==> config.mk <==
export PLATFORM = sky130hd
export DESIGN_NAME = periodic_timer_bank_core
export DESIGN_NICKNAME = d
export VERILOG_FILES = /design/src/rtl/core/ptb_pkg.sv /design/src/rtl/core/ptb_cell.sv /design/src/rtl/core/periodic_timer_bank_core.sv
export SDC_FILE = /design/constraint.sdc
export NUM_CORES = 2
export LEC_CHECK = 0
export BUFFER_PORTS_ARGS = -buffer_cell sky130_fd_sc_hd__buf_2
export CORE_ASPECT_RATIO = 0.8
export CORE_UTILIZATION = 50
export CTS_CLUSTER_SIZE = 20
export DETAILED_ROUTE_END_ITERATION = 8
export MAX_ROUTING_LAYER = met4
export PLACE_DENSITY = 0.68
export SLEW_MARGIN = 15
export SYNTH_ARGS = -nofsm -noshare
export SYNTH_HDL_FRONTEND = slang
export SYNTH_SLANG_ARGS = --single-unit
==> constraint.sdc <==
create_clock -name clk -period 31.5 [get_ports clk]
set_clock_uncertainty 0.2 [all_clocks]
set_input_delay 3.15 -clock clk [delete_from_list [all_inputs] [get_ports clk]]
set_output_delay 3.15 -clock clk [all_outputs]
set_load 0.02 [all_outputs]
==> src/rtl/core/ptb_pkg.sv <==
// shared types, constants and helpers for the periodic timer bank
package ptb_pkg;

  localparam int unsigned NUM_TIMERS = 8;
  localparam int unsigned ID_W       = 5;
  localparam int unsigned TIME_W     = 32;
  localparam int unsigned MASK_W     = 8;
  localparam int unsigned MASK_IDX_W = 3;

  // first id that is out of range
  localparam logic [ID_W:0]   NUM_LIMIT  = NUM_TIMERS[ID_W:0];
  // cells at or above this index have no bit in the fired mask
  localparam logic [ID_W-1:0] MASK_LIMIT = MASK_W[ID_W-1:0];

  typedef enum logic [1:0] {
    CMD_TICK   = 2'd0,
    CMD_CREATE = 2'd1,
    CMD_START  = 2'd2,
    CMD_STOP   = 2'd3
  } cmd_t;

  typedef enum logic [2:0] {
    ST_OK             = 3'd0,
    ST_BAD_ID         = 3'd1,
    ST_ZERO_PERIOD    = 3'd2,
    ST_CONFLICT       = 3'd3,
    ST_NOT_CONFIGURED = 3'd4
  } status_t;

  typedef struct packed {
    cmd_t              command;
    logic [ID_W-1:0]   timer_id;
    logic [TIME_W-1:0] interval_ms;
    logic [TIME_W-1:0] now_ms;
  } in_item_t;

  typedef struct packed {
    logic [MASK_W-1:0] fired_mask;
    status_t           status;
  } out_item_t;

  // transaction travelling down the row of timer cells
  typedef struct packed {
    logic              valid;
    cmd_t              command;
    logic [ID_W-1:0]   timer_id;
    logic [TIME_W-1:0] interval_ms;
    logic [TIME_W-1:0] now_ms;
    logic [MASK_W-1:0] fired_mask;
    status_t           status;
  } tok_t;

  function automatic logic [ID_W-1:0] cell_index(input int unsigned n);
    return n[ID_W-1:0];
  endfunction

endpackage

==> src/rtl/core/ptb_cell.sv <==
// one timer cell: holds a single timer and updates the passing transaction
module ptb_cell (
  input  logic                      clk,
  input  logic                      rst_n,
  input  logic [ptb_pkg::ID_W-1:0]  cell_idx,
  input  logic                      advance,
  input  ptb_pkg::tok_t             tok_i,
  output ptb_pkg::tok_t             tok_o
);

  logic [ptb_pkg::TIME_W-1:0] period_r, period_nxt;
  logic [ptb_pkg::TIME_W-1:0] last_r, last_nxt;
  logic                       running_r, running_nxt;
  logic                       configured_r, configured_nxt;
  ptb_pkg::tok_t              tok_r, tok_nxt;

  logic                       id_match;
  logic [ptb_pkg::TIME_W-1:0] elapsed;

  assign id_match = (tok_i.timer_id == cell_idx);
  // modulo 2^32 difference
  assign elapsed  = tok_i.now_ms - last_r;

  always_comb begin
    period_nxt     = period_r;
    last_nxt       = last_r;
    running_nxt    = running_r;
    configured_nxt = configured_r;
    tok_nxt        = tok_r;
    if (advance) begin
      tok_nxt = tok_i;
      if (tok_i.valid) begin
        case (tok_i.command)
          ptb_pkg::CMD_TICK: begin
            if (running_r && (elapsed >= period_r)) begin
              last_nxt = tok_i.now_ms;
              if (cell_idx < ptb_pkg::MASK_LIMIT) begin
                tok_nxt.fired_mask[cell_idx[ptb_pkg::MASK_IDX_W-1:0]] = 1'b1;
              end
            end
          end
          ptb_pkg::CMD_CREATE: begin
            if (id_match) begin
              if (tok_i.interval_ms == '0) begin
                tok_nxt.status = ptb_pkg::ST_ZERO_PERIOD;
              end else if (running_r) begin
                if (period_r != tok_i.interval_ms) begin
                  tok_nxt.status = ptb_pkg::ST_CONFLICT;
                end
              end else begin
                period_nxt     = tok_i.interval_ms;
                configured_nxt = 1'b1;
              end
            end
          end
          ptb_pkg::CMD_START: begin
            if (id_match) begin
              if (!configured_r) begin
                tok_nxt.status = ptb_pkg::ST_NOT_CONFIGURED;
              end else begin
                last_nxt    = tok_i.now_ms;
                running_nxt = 1'b1;
              end
            end
          end
          ptb_pkg::CMD_STOP: begin
            if (id_match) begin
              running_nxt = 1'b0;
            end
          end
          default: begin
            tok_nxt = tok_i;
          end
        endcase
      end
    end
  end

  always_ff @(posedge clk) begin
    if (!rst_n) begin
      tok_r.valid  <= 1'b0;
      running_r    <= 1'b0;
      configured_r <= 1'b0;
    end else begin
      tok_r        <= tok_nxt;
      running_r    <= running_nxt;
      configured_r <= configured_nxt;
    end
  end

  // period and last-fire time only matter once configured and running
  always_ff @(posedge clk) begin
    period_r <= period_nxt;
    last_r   <= last_nxt;
  end

  assign tok_o = tok_r;

endmodule

==> src/rtl/core/periodic_timer_bank_core.sv <==
// periodic timer bank top level: injects transactions into a row of timer cells
//
//   channel | handshake             | payload
//   --------+-----------------------+-------------------------------------------------
//   input   | in_valid / in_ready   | in_data  (command, timer_id, interval_ms, now_ms)
//   result  | out_valid / out_ready | out_data (fired_mask, status)
//
// a transaction enters cell 0 on acceptance and moves one cell per cycle while the row
// is not stalled; after the last cell its result is registered in the output register
// one transaction is in the row at a time; in_ready rises together with out_valid, so
// the next item is accepted only once the previous one has left the row
// a result waiting in the output register does not block the next item; the row
// only stalls when a second result is ready while the first is still not taken
// rst_n is synchronous and clears all timers to stopped and unconfigured
module periodic_timer_bank_core (
  input  logic               clk,
  input  logic               rst_n,
  input  logic               in_valid,
  output logic               in_ready,
  input  ptb_pkg::in_item_t  in_data,
  output logic               out_valid,
  input  logic               out_ready,
  output ptb_pkg::out_item_t out_data
);

  ptb_pkg::tok_t              chain [ptb_pkg::NUM_TIMERS+1];
  ptb_pkg::tok_t              tok_head;
  ptb_pkg::tok_t              tok_last;
  logic [ptb_pkg::NUM_TIMERS-1:0] cell_valid;

  logic               busy_r, busy_nxt;
  logic               out_valid_r, out_valid_nxt;
  ptb_pkg::out_item_t out_data_r, out_data_nxt;

  logic in_accept;
  logic bad_id;
  logic move;
  logic advance;

  assign in_ready  = !busy_r;
  assign in_accept = in_valid && in_ready;
  assign bad_id    = (in_data.command != ptb_pkg::CMD_TICK) &&
                     ({1'b0, in_data.timer_id} >= ptb_pkg::NUM_LIMIT);

  always_comb begin
    tok_head.valid       = in_accept;
    tok_head.command     = in_data.command;
    tok_head.timer_id    = in_data.timer_id;
    tok_head.interval_ms = in_data.interval_ms;
    tok_head.now_ms      = in_data.now_ms;
    tok_head.fired_mask  = '0;
    tok_head.status      = bad_id ? ptb_pkg::ST_BAD_ID : ptb_pkg::ST_OK;
  end

  assign chain[0] = tok_head;

  genvar gi;
  generate
    for (gi = 0; gi < ptb_pkg::NUM_TIMERS; gi++) begin : g_cell
      ptb_cell u_cell (
        .clk      (clk),
        .rst_n    (rst_n),
        .cell_idx (ptb_pkg::cell_index(gi)),
        .advance  (advance),
        .tok_i    (chain[gi]),
        .tok_o    (chain[gi+1])
      );
      assign cell_valid[gi] = chain[gi+1].valid;
    end
  endgenerate

  assign tok_last = chain[ptb_pkg::NUM_TIMERS];
  // the last cell hands its result to the output register when there is room
  assign move     = tok_last.valid && (!out_valid_r || out_ready);
  assign advance  = !tok_last.valid || move;

  always_comb begin
    busy_nxt = busy_r;
    if (in_accept) begin
      busy_nxt = 1'b1;
    end else if (move) begin
      busy_nxt = 1'b0;
    end
  end

  always_comb begin
    out_valid_nxt = out_valid_r;
    out_data_nxt  = out_data_r;
    if (move) begin
      out_valid_nxt           = 1'b1;
      out_data_nxt.fired_mask = tok_last.fired_mask;
      out_data_nxt.status     = tok_last.status;
    end else if (out_ready) begin
      out_valid_nxt = 1'b0;
    end
  end

  always_ff @(posedge clk) begin
    if (!rst_n) begin
      busy_r      <= 1'b0;
      out_valid_r <= 1'b0;
    end else begin
      busy_r      <= busy_nxt;
      out_valid_r <= out_valid_nxt;
    end
  end

  always_ff @(posedge clk) begin
    out_data_r <= out_data_nxt;
  end

  assign out_valid = out_valid_r;
  assign out_data  = out_data_r;

  // at most one transaction travels the row
  a_single_token: assert property (@(posedge clk) disable iff (!rst_n)
    $countones(cell_valid) <= 1)
    else $error("more than one transaction in the timer row");

  // a transaction is only in the row while the block is busy
  a_token_needs_busy: assert property (@(posedge clk) disable iff (!rst_n)
    !busy_r |-> (cell_valid == '0))
    else $error("transaction in the row while idle");

  // an accepted transaction shows up in the first cell
  a_accept_enters: assert property (@(posedge clk) disable iff (!rst_n)
    in_accept |=> (busy_r && cell_valid[0]))
    else $error("accepted transaction did not enter the row");

  // a result handed over is presented on the next cycle
  a_move_presents: assert property (@(posedge clk) disable iff (!rst_n)
    move |=> (out_valid && !busy_r))
    else $error("result not presented after leaving the row");

endmodule
==> metrics.md <==
| Metric | Value |
|---|---|
| Clock root cell | `clkbuf_16` |
| Maxcap violations | `0` |
| Total power | `roughly 3.5 mW` |
| Outcome | `finished, final reports clean` |
| Total Die Area | `~120000 sq um` |
| Vias | `between 30000 and 40000` |
| Final worst path period share | `23.56%` |
| CTS Hold Buffers Added | `0` |
| Sequential-to-total area share from yosys stat | `a little under three fifths` |
| R2r endpoint | `g_cell[2].u_cell.last_r[0]` |
| Post-synthesis compound-gate area fraction | `a little over a tenth` |
| Min cycle time layout | `~7.4 ns` |
| Post-synthesis adder-cell area fraction | `11.96%` |
| Required time worst endpoint | `between 30 and 40 ns` |
| Clock buffer depth | `3` |
| Antenna Nets Post-Route | `0` |
| Rows | `110` |
| Final Hold Fails | `0` |
| Placed cells | `between 6000 and 7000` |
| Total grt overflow | `0` |
| Worst Path Arrival | `about 7.6 ns` |
| Area contributors post-synth | `edfxtp_1 56%, ha_1 12%, xnor2_1 5.8%` |
| XOR/XNOR Fraction of Synth Area | `7.369%` |
| Max Clock Freq | `about 0.13 GHz` |
| Worst-path clk slew | `0.07 ns` |
| HPWL Detailed | `96050 um` |
| Worst R2R Setup Slack | `roughly 25 ns` |
| Largest area contributor in the netlist | `edfxtp_1` |
| CP endpoint kind | `flop` |
| Post-synthesis average cell area | `12.34 sq um` |
| RSZ-0062 raised after global routing | `false` |
| Yosys top cell area share | `between 50% and 60%` |
| Drt initial violations | `1986` |
| Ys Warns | `0` |
| CTS sink count | `around 1100` |
| CP peak stage delay | `around 0.73 ns` |
| Pleak | `about 26 nW` |
| Main combinational cell family by area after synthesis | `adder cells` |
| Final WS setup | `24.08 ns` |
| Most used DFF post-synth | `edfxtp_1` |
| Clk Latency, worst-skew pair | `around 0.73 ns` |
| Worst slew pin tran | `1.198 ns` |
| Final setup TNS | `0 ns` |
| Mux cell area share after synthesis | `less than 1%` |
| CTS Buf Count | `between 100 and 150` |
| CTS tree | `built` |
| Crit path launch type | `input pin` |
| Max_slew headroom | `between 10% and 20%` |
| Crit Path Class | `in -> reg` |
| Finished Layout Cells | `6460` |
| Post-Synth Simple-Gate Area | `under 10%` |
| Post-cts sizing count | `0` |
| Post-synth EDFFs | `1080` |
| Synth Instances | `4652` |
| Via density | `approximately 5.5` |
| Port Buf Inserts | `between 80 and 90` |
| Layout cells sized above 1 | `under 10%` |
| Global-route usage over all layers | `roughly 22%` |
| Width of the chip | `~380 um` |
| Syn_nets | `approximately 5300` |
| Crit. Startpoint | `in_data[0]` |
| Setup crit end | `g_cell[0].u_cell.last_r[27]` |
| Initial core utilization | `between 50% and 60%` |
| Worst-path cell with the longest stage delay | `nor4b_1` |
| Crit-path cells | `buf_2 > inv_1 > ha_1 > inv_1 > fa_1 > a21o_1 > a21oi_1 > o21bai_1 > a211oi_2 > nor4b_1 > o211ai_2 > o21ai_0 > o21ai_0 > a221oi_1 > ha_1 > nand4_1 > nor2_1 > nand2_1 > and2_1 > o21ai_0 > o21ai_0 > nor2_2 > buf_4` |
| Postcts setup bufs | `0` |
| Final RePlAce weighted congestion | `0.9115` |
| WL/cell | `just under 20 um` |
| Max Slew Vio Count | `0` |
| Largest net degree at the start of global routing | `approximately 190` |
| Global-route wire length before repair | `slightly below 200000 um` |
| Number of global-route vias before repair | `roughly 36000` |
| Cell variety after synth | `roughly 90` |
| Commonest non-fill, non-tap cell in the layout | `edfxtp_1` |
| Dpl ws | `about 23 ns` |
| Initial antenna violation count | `3` |
| R2R cell count | `22` |
| Most frequent cells in the layout | `1080 x edfxtp_1, 584 x inv_1, 536 x ha_1` |
| Layout Nets | `5471` |
| Seq cells post-synth | `approximately 1100` |
| CP top delay family | `compound AO/OA/AOI/OAI gates` |
| First drt pass iteration count | `8` |
| H-tree levels | `3` |
| Setup violations, final | `0` |
| Worst hold path class | `reg -> reg` |
| Area growth syn-to-layout | `11.33%` |
| Worst reg2reg path startpoint | `g_cell[1].u_cell.tok_o[11]` |
| Max IR drop VDD | `approximately 42 uV` |
| Crit path buf inv count | `4` |
| Critical Path Stages | `23` |
| Netlist Area Pre-Place | `~57000 sq um` |
| Pwr Density | `54.64 nW/um^2` |
| Ports | `88` |
| Worst path most repeated cell | `o21ai_0` |
| Max Fanout on Critical Path | `32` |
| Die height | `around 310 um` |
| Total core area | `about 110000 sq um` |
| # DRC | `0` |
| Routed WL | `between 100000 and 150000 um` |
| Async SR Flop Fraction | `0%` |
-- Yosys cell counts, types with 33 or more instances --
cell / count
a21o_1: 208
inv_1: 584
edfxtp_1: 1080
nand4_1: 131
a21oi_1: 316
ha_1: 536
o21bai_1: 33
nand3_1: 63
nand2_1: 207
xnor2_1: 377
nand2b_1: 51
nor2_1: 210
xor2_1: 106
nor4_1: 100
nor2b_1: 38
o21ai_0: 180
nor3_1: 46
-- logic make-up (layout without fill, tap and decap cells) --
kind of cell,after synthesis,in the layout
flip-flops,1106,1106
AO/OA/AOI/OAI,968,968
AND/OR/NAND/NOR,945,945
buffers and inverters,605,898
adder cells (fa/ha/maj),544,544
XOR/XNOR,483,483
multiplexers,1,1
other,0,3
-- per-layer routing --
metal  wire length [um]  part of all wire (%)  track usage [%]
met5                  0                     0                -
met4               5510                   4.4            9.396
met3               4373                   3.5            2.994
met2              59920                    48            36.79
met1              54410                    44            27.31
-- sequential cells by signal, summed over array words and instances, names as in the netlist --
name and count:
g_cell.u_cell.last_r 256, g_cell.u_cell.running_r 8, g_cell.u_cell.configured_r 8, g_cell.u_cell.tok_o 565
busy_r 1, g_cell.u_cell.period_r 256, out_valid 1, out_data 11
-- worst min path at each step --
| stage | end | start | slack [ns] | depth (start not counted) |
|---|---|---|---|---|
| final | g_cell[5].u_cell.tok_o[6] | g_cell[4].u_cell.tok_o[6] | 0.21 | 0 |
| after global placement | g_cell[7].u_cell.tok_o[6] | g_cell[6].u_cell.tok_o[6] | 0.20 | 0 |
| after detailed placement | g_cell[7].u_cell.tok_o[6] | g_cell[6].u_cell.tok_o[6] | 0.20 | 0 |
| after CTS | g_cell[5].u_cell.tok_o[6] | g_cell[4].u_cell.tok_o[6] | 0.20 | 0 |
| after floorplan | g_cell[1].u_cell.tok_o[3] | g_cell[0].u_cell.tok_o[3] | 0.20 | 0 |
| after global routing | g_cell[5].u_cell.tok_o[6] | g_cell[4].u_cell.tok_o[6] | 0.21 | 0 |
-- worst reg2reg max path, stage by stage, from the launching register on --
cell	delay [ns]
edfxtp_1	0.42
inv_1	0.08
ha_1	0.16
inv_1	0.06
fa_1	0.44
a21oi_1	0.21
o211a_1	0.17
o21ai_1	0.12
a31oi_2	0.39
nor2b_1	0.12
o21a_1	0.20
o21a_1	0.19
a311o_1	0.39
a21oi_1	0.18
xnor2_1	0.10
ha_1	0.31
a21o_1	0.11
a21o_1	0.11
a21oi_1	0.08
o21a_1	0.11
a311oi_1	0.61
o211ai_1	0.26
a21oi_4	0.85
-- metrics by stage --
step	cell area [sq um]	util [%]	hold WS (ns)
6_report	63920	56.50	0.2087
5_1_grt	63920	56.50	0.2078
4_1_cts	63910	56.49	0.2041
3_5_place_dp	59930	52.97	0.2045
3_3_place_gp	59930	52.97	0.2016
2_1_floorplan	57410	-	0.2003
-- layout make-up --
class	instances	area, sq um
Clock buffer	135	2980
Timing Repair Buffer	108	618.1
Clock inverter	70	999.7
Multi-Input combinational cell	2941	22270
Tap cell	1512	1892
Fill cell	9255	49220
Antenna cell	3	7.507
Inverter	585	2196
Sequential cell	1106	32950
-- power breakdown --
part           switching (mW)  total [mW]  internal, mW  leakage, nW
combinational           0.190       0.331         0.141         13.4
clock                   0.576        1.43         0.856         1.90
sequential             0.0530        1.73          1.68         10.4
(Power assumes the default switching activity.)
